$ cat src/sv/hcbd_pkg.sv
// Shared types, constants and helpers for the HTTP body decoder.
`default_nettype none
package hcbd_pkg;

  localparam int unsigned MAX_SIZE_LINE = 1024;
  localparam int unsigned LINE_W = $clog2(MAX_SIZE_LINE + 1);

  localparam int unsigned CFG_IDX_W = 1;
  localparam int unsigned CFG_DATA_W = 32;

  localparam logic [CFG_IDX_W-1:0] CFG_BODY_MODE   = 1'd0;
  localparam logic [CFG_IDX_W-1:0] CFG_CONTENT_LEN = 1'd1;

  localparam logic [1:0] MODE_CLOSE   = 2'd0;
  localparam logic [1:0] MODE_LENGTH  = 2'd1;
  localparam logic [1:0] MODE_CHUNKED = 2'd2;

  localparam logic [1:0] CMD_DATA  = 2'd0;
  localparam logic [1:0] CMD_CLOSE = 2'd1;
  localparam logic [1:0] CMD_START = 2'd2;

  localparam logic [2:0] ERR_NONE     = 3'd0;
  localparam logic [2:0] ERR_NO_DIGIT = 3'd1;
  localparam logic [2:0] ERR_OVERFLOW = 3'd2;
  localparam logic [2:0] ERR_LONG     = 3'd3;
  localparam logic [2:0] ERR_CRLF     = 3'd4;
  localparam logic [2:0] ERR_CLOSE    = 3'd5;

  localparam logic [7:0] CHAR_CR    = 8'h0D;
  localparam logic [7:0] CHAR_LF    = 8'h0A;
  localparam logic [7:0] CHAR_SPACE = 8'h20;
  localparam logic [7:0] CHAR_TAB   = 8'h09;

  typedef enum logic [3:0] {
    PH_IDLE    = 4'd0,
    PH_STREAM  = 4'd1,
    PH_COUNT   = 4'd2,
    PH_LEAD    = 4'd3,
    PH_DIGITS  = 4'd4,
    PH_EXT     = 4'd5,
    PH_SIZE_CR = 4'd6,
    PH_DATA    = 4'd7,
    PH_DATA_CR = 4'd8,
    PH_DATA_LF = 4'd9,
    PH_DONE    = 4'd10,
    PH_ERROR   = 4'd11
  } phase_t;

  typedef struct packed {
    logic [1:0] cmd;
    logic [7:0] in_byte;
  } in_word_t;

  typedef struct packed {
    logic       payload_valid;
    logic [7:0] payload_byte;
    logic       body_done;
    logic [2:0] error_code;
  } out_word_t;

  typedef struct packed {
    logic [1:0]  body_mode;
    logic [31:0] content_length;
  } cfg_t;

  // {is_hex, value}
  function automatic logic [4:0] hex_decode(input logic [7:0] b);
    logic [7:0] t;
    t = 8'h00;
    if (b >= 8'h30 && b <= 8'h39) begin
      t = b - 8'h30;
      return {1'b1, t[3:0]};
    end else if (b >= 8'h41 && b <= 8'h46) begin
      t = b - 8'h37;
      return {1'b1, t[3:0]};
    end else if (b >= 8'h61 && b <= 8'h66) begin
      t = b - 8'h57;
      return {1'b1, t[3:0]};
    end
    return 5'd0;
  endfunction

endpackage
`default_nettype wire

$ cat src/sv/hcbd_cfg.sv
// Configuration registers: body mode and content length.
`default_nettype none
module hcbd_cfg
  import hcbd_pkg::*;
(
  input  wire logic                  clk,
  input  wire logic                  rst_n,
  input  wire logic                  cfg_we,
  input  wire logic [CFG_IDX_W-1:0]  cfg_index,
  input  wire logic [CFG_DATA_W-1:0] cfg_wdata,
  output cfg_t                       cfg
);

  logic [1:0]  body_mode_r, body_mode_nxt;
  logic [31:0] content_length_r, content_length_nxt;

  always_comb begin
    body_mode_nxt      = body_mode_r;
    content_length_nxt = content_length_r;
    if (cfg_we) begin
      case (cfg_index)
        CFG_BODY_MODE:   body_mode_nxt = cfg_wdata[1:0];
        CFG_CONTENT_LEN: content_length_nxt = cfg_wdata[31:0];
        default: ;
      endcase
    end
  end

  always_ff @(posedge clk) begin
    if (!rst_n) begin
      body_mode_r      <= MODE_CLOSE;
      content_length_r <= 32'd0;
    end else begin
      body_mode_r      <= body_mode_nxt;
      content_length_r <= content_length_nxt;
    end
  end

  assign cfg.body_mode      = body_mode_r;
  assign cfg.content_length = content_length_r;

endmodule
`default_nettype wire

$ cat src/sv/hcbd_step.sv
// Body parser state and the per-word decode step.
`default_nettype none
module hcbd_step
  import hcbd_pkg::*;
(
  input  wire logic     clk,
  input  wire logic     rst_n,
  input  wire logic     step_en,
  input  wire in_word_t in_word,
  input  wire cfg_t     cfg,
  output out_word_t     result
);

  phase_t            phase_r, phase_nxt;
  logic [31:0]       bytes_left_r, bytes_left_nxt;
  logic [31:0]       size_accum_r, size_accum_nxt;
  logic              saw_digit_r, saw_digit_nxt;
  logic [LINE_W-1:0] line_length_r, line_length_nxt;

  logic [7:0] b;
  logic [4:0] hex;
  logic       is_hex, is_blank, is_cr, is_lf;
  logic       in_line, line_full, size_ovf, last_byte;

  assign b         = in_word.in_byte;
  assign hex       = hex_decode(b);
  assign is_hex    = hex[4];
  assign is_blank  = (b == CHAR_SPACE) || (b == CHAR_TAB);
  assign is_cr     = (b == CHAR_CR);
  assign is_lf     = (b == CHAR_LF);
  assign in_line   = (phase_r == PH_LEAD) || (phase_r == PH_DIGITS) ||
                     (phase_r == PH_EXT) || (phase_r == PH_SIZE_CR);
  assign line_full = (line_length_r >= LINE_W'(MAX_SIZE_LINE));
  assign size_ovf  = (size_accum_r[31:28] != 4'd0);
  assign last_byte = (bytes_left_r == 32'd1);

  // next state
  always_comb begin
    phase_nxt       = phase_r;
    bytes_left_nxt  = bytes_left_r;
    size_accum_nxt  = size_accum_r;
    saw_digit_nxt   = saw_digit_r;
    line_length_nxt = line_length_r;
    case (in_word.cmd)
      CMD_START: begin
        if (cfg.body_mode == MODE_CHUNKED) begin
          phase_nxt       = PH_LEAD;
          size_accum_nxt  = 32'd0;
          saw_digit_nxt   = 1'b0;
          line_length_nxt = '0;
        end else if (cfg.body_mode == MODE_LENGTH) begin
          bytes_left_nxt = cfg.content_length;
          phase_nxt = (cfg.content_length == 32'd0) ? PH_DONE : PH_COUNT;
        end else begin
          phase_nxt = PH_STREAM;
        end
      end
      CMD_CLOSE: begin
        if (phase_r == PH_STREAM) begin
          phase_nxt = PH_DONE;
        end else if (phase_r != PH_IDLE && phase_r != PH_DONE && phase_r != PH_ERROR) begin
          phase_nxt = PH_ERROR;
        end
      end
      CMD_DATA: begin
        if (phase_r == PH_COUNT) begin
          bytes_left_nxt = bytes_left_r - 32'd1;
          if (last_byte) phase_nxt = PH_DONE;
        end else if (phase_r == PH_DATA) begin
          bytes_left_nxt = bytes_left_r - 32'd1;
          if (last_byte) phase_nxt = PH_DATA_CR;
        end else if (phase_r == PH_DATA_CR) begin
          phase_nxt = is_cr ? PH_DATA_LF : PH_ERROR;
        end else if (phase_r == PH_DATA_LF) begin
          if (is_lf) begin
            phase_nxt       = PH_LEAD;
            size_accum_nxt  = 32'd0;
            saw_digit_nxt   = 1'b0;
            line_length_nxt = '0;
          end else begin
            phase_nxt = PH_ERROR;
          end
        end else if (in_line) begin
          if (line_full) begin
            phase_nxt = PH_ERROR;
          end else begin
            line_length_nxt = line_length_r + LINE_W'(1);
            if (is_cr) begin
              phase_nxt = PH_SIZE_CR;
            end else if (phase_r == PH_SIZE_CR) begin
              if (is_lf) begin
                if (!saw_digit_r) begin
                  phase_nxt = PH_ERROR;
                end else if (size_accum_r == 32'd0) begin
                  phase_nxt = PH_DONE;
                end else begin
                  bytes_left_nxt = size_accum_r;
                  phase_nxt      = PH_DATA;
                end
              end else begin
                phase_nxt = PH_EXT;
              end
            end else if (phase_r != PH_EXT) begin
              if (is_hex) begin
                if (size_ovf) begin
                  phase_nxt = PH_ERROR;
                end else begin
                  size_accum_nxt = {size_accum_r[27:0], hex[3:0]};
                  saw_digit_nxt  = 1'b1;
                  phase_nxt      = PH_DIGITS;
                end
              end else if (!(phase_r == PH_LEAD && is_blank)) begin
                phase_nxt = PH_EXT;
              end
            end
          end
        end
      end
      default: ;
    endcase
  end

  // result word
  always_comb begin
    result = '0;
    case (in_word.cmd)
      CMD_START: begin
        result.body_done = (cfg.body_mode == MODE_LENGTH) &&
                           (cfg.content_length == 32'd0);
      end
      CMD_CLOSE: begin
        if (phase_r == PH_STREAM) begin
          result.body_done = 1'b1;
        end else if (phase_r != PH_IDLE && phase_r != PH_DONE && phase_r != PH_ERROR) begin
          result.error_code = ERR_CLOSE;
        end
      end
      CMD_DATA: begin
        if (phase_r == PH_STREAM || phase_r == PH_COUNT || phase_r == PH_DATA) begin
          result.payload_valid = 1'b1;
          result.payload_byte  = b;
          result.body_done     = (phase_r == PH_COUNT) && last_byte;
        end else if (phase_r == PH_DATA_CR) begin
          if (!is_cr) result.error_code = ERR_CRLF;
        end else if (phase_r == PH_DATA_LF) begin
          if (!is_lf) result.error_code = ERR_CRLF;
        end else if (in_line) begin
          if (line_full) begin
            result.error_code = ERR_LONG;
          end else if (!is_cr && phase_r == PH_SIZE_CR && is_lf) begin
            if (!saw_digit_r) result.error_code = ERR_NO_DIGIT;
            else if (size_accum_r == 32'd0) result.body_done = 1'b1;
          end else if (!is_cr && (phase_r == PH_LEAD || phase_r == PH_DIGITS) &&
                       is_hex && size_ovf) begin
            result.error_code = ERR_OVERFLOW;
          end
        end
      end
      default: ;
    endcase
  end

  always_ff @(posedge clk) begin
    if (!rst_n) begin
      phase_r       <= PH_IDLE;
      bytes_left_r  <= 32'd0;
      size_accum_r  <= 32'd0;
      saw_digit_r   <= 1'b0;
      line_length_r <= '0;
    end else if (step_en) begin
      phase_r       <= phase_nxt;
      bytes_left_r  <= bytes_left_nxt;
      size_accum_r  <= size_accum_nxt;
      saw_digit_r   <= saw_digit_nxt;
      line_length_r <= line_length_nxt;
    end
  end

  a_count_nonzero: assert property (@(posedge clk) disable iff (!rst_n)
    (phase_r == PH_COUNT || phase_r == PH_DATA) |-> (bytes_left_r != 32'd0))
    else $error("byte counter empty while data is expected");

  a_line_bound: assert property (@(posedge clk) disable iff (!rst_n)
    line_length_r <= LINE_W'(MAX_SIZE_LINE))
    else $error("size line length past limit");

  a_err_exclusive: assert property (@(posedge clk) disable iff (!rst_n)
    (result.error_code != ERR_NONE) |-> (!result.payload_valid && !result.body_done))
    else $error("error raised together with data or done");

  a_err_enters_error: assert property (@(posedge clk) disable iff (!rst_n)
    (step_en && result.error_code != ERR_NONE) |=> (phase_r == PH_ERROR))
    else $error("error flagged but parser not in error phase");

endmodule
`default_nettype wire

$ cat src/sv/http_chunked_body_decoder.sv
// Top level of the HTTP body decoder: input register, decode step, result register.
//
//   channel  dir  handshake             word
//   in_      in   in_valid / in_ready   in_word_t  {cmd, in_byte}
//   out_     out  out_valid / out_ready out_word_t {payload_valid, payload_byte,
//                                                   body_done, error_code}
//   cfg_     in   cfg_we                cfg_index, cfg_wdata
//
// One word per cycle sustained while out_ready stays high; each word taken is first
// registered in the input register, then decoded into the result register.
// The parser state updates once per word, in the decode step.
// Reset (rst_n low, synchronous) empties both registers and returns the parser to idle.
// With out_ready low the result is held, the input register fills, and in_ready drops.
`default_nettype none
module http_chunked_body_decoder
  import hcbd_pkg::*;
(
  input  wire logic                  clk,
  input  wire logic                  rst_n,
  input  wire logic                  in_valid,
  output      logic                  in_ready,
  input  wire in_word_t              in_data,
  output      logic                  out_valid,
  input  wire logic                  out_ready,
  output out_word_t                  out_data,
  input  wire logic                  cfg_we,
  input  wire logic [CFG_IDX_W-1:0]  cfg_index,
  input  wire logic [CFG_DATA_W-1:0] cfg_wdata
);

  cfg_t      cfg;
  in_word_t  in_d_r;
  logic      in_v_r;
  out_word_t out_d_r;
  logic      out_v_r;
  out_word_t step_res;
  logic      step_en;

  hcbd_cfg u_cfg (
    .clk       (clk),
    .rst_n     (rst_n),
    .cfg_we    (cfg_we),
    .cfg_index (cfg_index),
    .cfg_wdata (cfg_wdata),
    .cfg       (cfg)
  );

  hcbd_step u_step (
    .clk     (clk),
    .rst_n   (rst_n),
    .step_en (step_en),
    .in_word (in_d_r),
    .cfg     (cfg),
    .result  (step_res)
  );

  assign step_en  = in_v_r && (!out_v_r || out_ready);
  assign in_ready = !in_v_r || step_en;

  always_ff @(posedge clk) begin
    if (!rst_n) begin
      in_v_r  <= 1'b0;
      out_v_r <= 1'b0;
    end else begin
      if (in_ready) in_v_r <= in_valid;
      if (step_en) out_v_r <= 1'b1;
      else if (out_ready) out_v_r <= 1'b0;
    end
  end

  always_ff @(posedge clk) begin
    if (in_valid && in_ready) in_d_r <= in_data;
    if (step_en) out_d_r <= step_res;
  end

  assign out_valid = out_v_r;
  assign out_data  = out_d_r;

  a_no_payload_garbage: assert property (@(posedge clk) disable iff (!rst_n)
    (out_v_r && !out_d_r.payload_valid) |-> (out_d_r.payload_byte == 8'd0))
    else $error("payload byte set without payload valid");

  a_done_clean: assert property (@(posedge clk) disable iff (!rst_n)
    (out_v_r && out_d_r.body_done) |-> (out_d_r.error_code == ERR_NONE))
    else $error("body done reported with an error");

  a_step_needs_room: assert property (@(posedge clk) disable iff (!rst_n)
    step_en |-> (in_v_r && (!out_v_r || out_ready)))
    else $error("decode step without input word or result room");

endmodule
`default_nettype wire
$ cat config.mk
export PLATFORM = sky130hd
export DESIGN_NAME = http_chunked_body_decoder
export DESIGN_NICKNAME = d
export VERILOG_FILES = /design/src/sv/hcbd_pkg.sv /design/src/sv/hcbd_cfg.sv /design/src/sv/hcbd_step.sv /design/src/sv/http_chunked_body_decoder.sv
export SDC_FILE = /design/constraint.sdc
export NUM_CORES = 1
export LEC_CHECK = 0
export ABC_AREA = 1
export BUFFER_PORTS_ARGS = -buffer_cell sky130_fd_sc_hd__buf_2
export CAP_MARGIN = 10
export CORE_MARGIN = 2
export CORE_UTILIZATION = 35
export CTS_BUF_LIST = sky130_fd_sc_hd__clkbuf_4
export CTS_CLUSTER_SIZE = 14
export DETAILED_ROUTE_END_ITERATION = 8
export SLEW_MARGIN = 20
export SYNTH_ARGS = -nofsm -noshare
export SYNTH_HDL_FRONTEND = slang
export SYNTH_SLANG_ARGS = --single-unit
$ cat constraint.sdc
create_clock -name clk -period 5.9 [get_ports clk]
set_input_delay 0.295 -clock clk [delete_from_list [all_inputs] [get_ports clk]]
set_output_delay 0.295 -clock clk [all_outputs]
set_load 0.01 [all_outputs]
==> results.json <==
{
  "timing.fmax_mhz": 303.4,
  "tightest_slew_ps": 1025,
  "n_fill_cell": 2227,
  "postSynthCellCount": 1102,
  "postCtsSetupRepairBufs": 0,
  "end_kind": "register",
  "clock_latency_ps": 550,
  "drc": 0,
  "vias": 7396,
  "clock-skew-final_ps": 19.21,
  "synth_common_cells": "257 x nand2_1, 201 x nor2_1, 116 x dfxtp_1",
  "yosys.area.top_type": "dfxtp_1",
  "drv_slew": 0,
  "utilization_pct": 40.57,
  "start_util_pct": 35.35,
  "crit_type": "reg2reg",
  "synth-main-ff-cell": "dfxtp_1",
  "ys_async_sr_fraction_pct": 0,
  "rows": 53,
  "first_global_vias": 6481,
  "yosysUniqueCellTypes": 45,
  "first_iter_violations": 522,
  "h-tree-depth": 4,
  "dp_cells": 1404,
  "first_pass_iters": 6,
  "rsz0062_at_grt": "no",
  "cts_buffers": 17,
  "die_w_um": 149.2,
  "antenna_found_initial": 1,
  "cp-start-kind": "register",
  "drive_gt1_share_pct": 10.30,
  "track_usage_pct": 20.30,
  "grt_first_pass_wirelength_um": 35090,
  "syn_nets": 1160,
  "power_per_cell_area_nw_per_um2": 232.4,
  "finalWirelength_um": 22260,
  "vias_per_cell": 5.031,
  "port_buffers": 62,
  "yosys_warnings": 0,
  "gp_congestion": 0.9664,
  "grt_max_degree": 67,
  "crit_path_end": "u_step.bytes_left_r[15]$_SDFFE_PN0P_",
  "synth_top_family_by_area": "simple AND/OR/NAND/NOR gates",
  "synth_fa_ha_area_share_pct": 1.695,
  "cts.clk_slew.worst_paths_ps": 130,
  "reg2reg_from": "in_d_r[9]$_DFFE_PP_",
  "cts_sinks": 139,
  "holdPathStages": 3,
  "overflow": 0,
  "synth_xor_area_share_pct": 0.7117,
  "final_nets": 1239,
  "rr_worst_depth": 9,
  "required_ps": 6350,
  "fp.dieH_um": 149.2,
  "p_leak_nw": 3.631,
  "synth_simple_gate_area_share_pct": 31.91,
  "cp_cell_sequence": "nor2_2, buf_4, inv_2, nor2_1, nand2_1, nand2_1, inv_2, o21ai_0, nor2_1",
  "hold_slack_ps": 44.15,
  "cp_max_fo": 42,
  "die_area_um2": 22270,
  "ctsResizeCount": 0,
  "finalCritPeriodShare_pct": 55.87,
  "seq_area_frac_synth_pct": 40.81,
  "peakVddDrop_v": 0.0001166,
  "finalCriticalPeriod_ps": 3296,
  "ios": 63,
  "critical_path.slowest_cell": "nand2_1",
  "multi_input_area_um2": 3736,
  "cp.arrival_ps": 3750,
  "hold_viol": 0,
  "dp_hpwl_um": 16020,
  "worstSetupStartpoint": "in_d_r[9]$_DFFE_PP_",
  "setup_tns_ps": 0,
  "status": "finished, final reports clean",
  "netlist.area_leader.share_pct": 31.45,
  "setup_viol": 0,
  "synth_area_leaders": "dfxtp_1 31%, nand2_1 13%, nor2_1 10%, edfxtp_1 9.4%, a21oi_1 6.2%",
  "synth-compound-area-share_pct": 16.29,
  "root_buffer": "clkbuf_4",
  "ff_latch_area_um2": 3013,
  "area_growth_pct": 14.78,
  "timing.rr.end": "u_step.bytes_left_r[15]$_SDFFE_PN0P_",
  "r2r_slack_ps": 2600,
  "maxCapViolations": 0,
  "holdCritPathClass": "in2reg",
  "ys_ff_latch": 139,
  "syn_area_per_cell_um2": 6.700,
  "clk_path_buf_depth": 2,
  "power_mw": 1.969,
  "cts_tree": "done",
  "wl_per_cell_um": 15.14,
  "coreArea_um2": 20890,
  "synth.area.mux_share_pct": 0,
  "synth_most_common_cell": "nand2_1",
  "synth-edff-count": 23,
  "postRouteAntennaNets": 0,
  "syn_area_um2": 7383,
  "cp_slowest_stage_delay_ps": 660,
  "instances_no_fill": 1470,
  "slew_headroom_pct": 31.48
}
-- layer usage --
| layer | track usage [%] | routed length (um) | share of wire [%] | up-vias |
|---|---|---|---|---|
| li1 | - | - | - | 3763 |
| met1 | 29.71 | 10740 | 48 | 3374 |
| met2 | 29.65 | 9582 | 43 | 233 |
| met3 | 4.128 | 1455 | 6.5 | 26 |
| met4 | 6.810 | 476 | 2.1 | 0 |
| met5 | 0 | 0 | 0 | - |
-- report_power, final --
part           internal, mW  total, mW  switching [mW]
clock network         0.214      0.589           0.375
registers              1.00       1.03          0.0314
logic                 0.119      0.349           0.230
total                  1.33       1.97           0.636
-- repair_timing --
action	4_1_cts	5_1_grt
endpoints found under the hold margin	33	0
hold buffers	33	0
setup endpoints to repair	0	0
-- through the flow --
step	setup WS [ps]	area, um^2
floorplan	4010	7383
global placement	2466	7884
detailed placement	2699	7884
CTS	2661	8472
global route	2366	8474
finish	2604	8474
-- sequential cells by signal, indices dropped and copies added, names as in the netlist, 2 cells and up --
| signal | flops |
|---|---|
| in_d_r | 10 |
| out_data | 13 |
| u_cfg.body_mode_r | 2 |
| u_cfg.content_length_r | 32 |
| u_step.bytes_left_r | 32 |
| u_step.line_length_r | 11 |
| u_step.phase_r | 4 |
| u_step.size_accum_r | 32 |
-- cells by family (layout without fill, tap and decap cells) --
logic type / Yosys count / after routing
xor gates and xnor gates: 6 / 6
other: 0 / 1
and+or+nand+nor: 569 / 569
DFF: 139 / 139
AOI/OAI and AO/OA: 220 / 220
buffers and inverters: 158 / 250
adders and majority gates: 10 / 10
-- cells in the final DEF (no fill, tap or decap), drive strengths merged, types with 2 or more instances in the layout --
cell,synthesis,final
dfxtp,116,116
nor2,206,206
clkbuf,23,18
a221oi,3,3
o21a,4,4
buf,17,67
xor2,4,4
nand2,261,261
clkinvlp,0,4
o22ai,7,7
o21bai,2,2
o211ai,5,5
nor4,9,9
or2,4,4
edfxtp,23,23
o21ai,91,91
nand3,44,44
inv,115,118
nor3,21,21
ha,10,10
nand3b,3,3
dlygate4sd3,0,33
xnor2,2,2
and3,2,2
a22oi,8,8
nand4,18,18
a21oi,92,92
clkinv,3,9
-- area by class of cell --
type / instances / area share (%)
clock inverter: 14 / 1.447
multi-input combinational: 805 / 44.09
timing repair buffer: 100 / 8.002
clock buffer: 18 / 1.595
inverter: 118 / 5.227
antenna: 1 / 0.02953
sequential: 139 / 35.55
tap: 275 / 4.060
-- critical path: cells and delay by family (launching register included) --
kind / cells / cell delay (ps)
buffers and inverters: 3 / 1180
AND/OR/NAND/NOR: 5 / 1160
flip-flops: 1 / 500
AO/OA/AOI/OAI: 1 / 330
-- how the worst min path moves through the flow --
stage / startpoint / endpoint
global route: cfg_wdata[12] / u_cfg.content_length_r[12]$_SDFFE_PN0P_
floorplan: in_data[0] / in_d_r[0]$_DFFE_PP_
CTS: cfg_wdata[13] / u_cfg.content_length_r[13]$_SDFFE_PN0P_
global placement: u_cfg.content_length_r[1]$_SDFFE_PN0P_ / u_cfg.content_length_r[1]$_SDFFE_PN0P_
detailed placement: u_step.line_length_r[7]$_SDFFE_PN0P_ / u_step.line_length_r[7]$_SDFFE_PN0P_
finish: cfg_wdata[13] / u_cfg.content_length_r[13]$_SDFFE_PN0P_
Note: power is estimated with default switching activity, not from simulation.
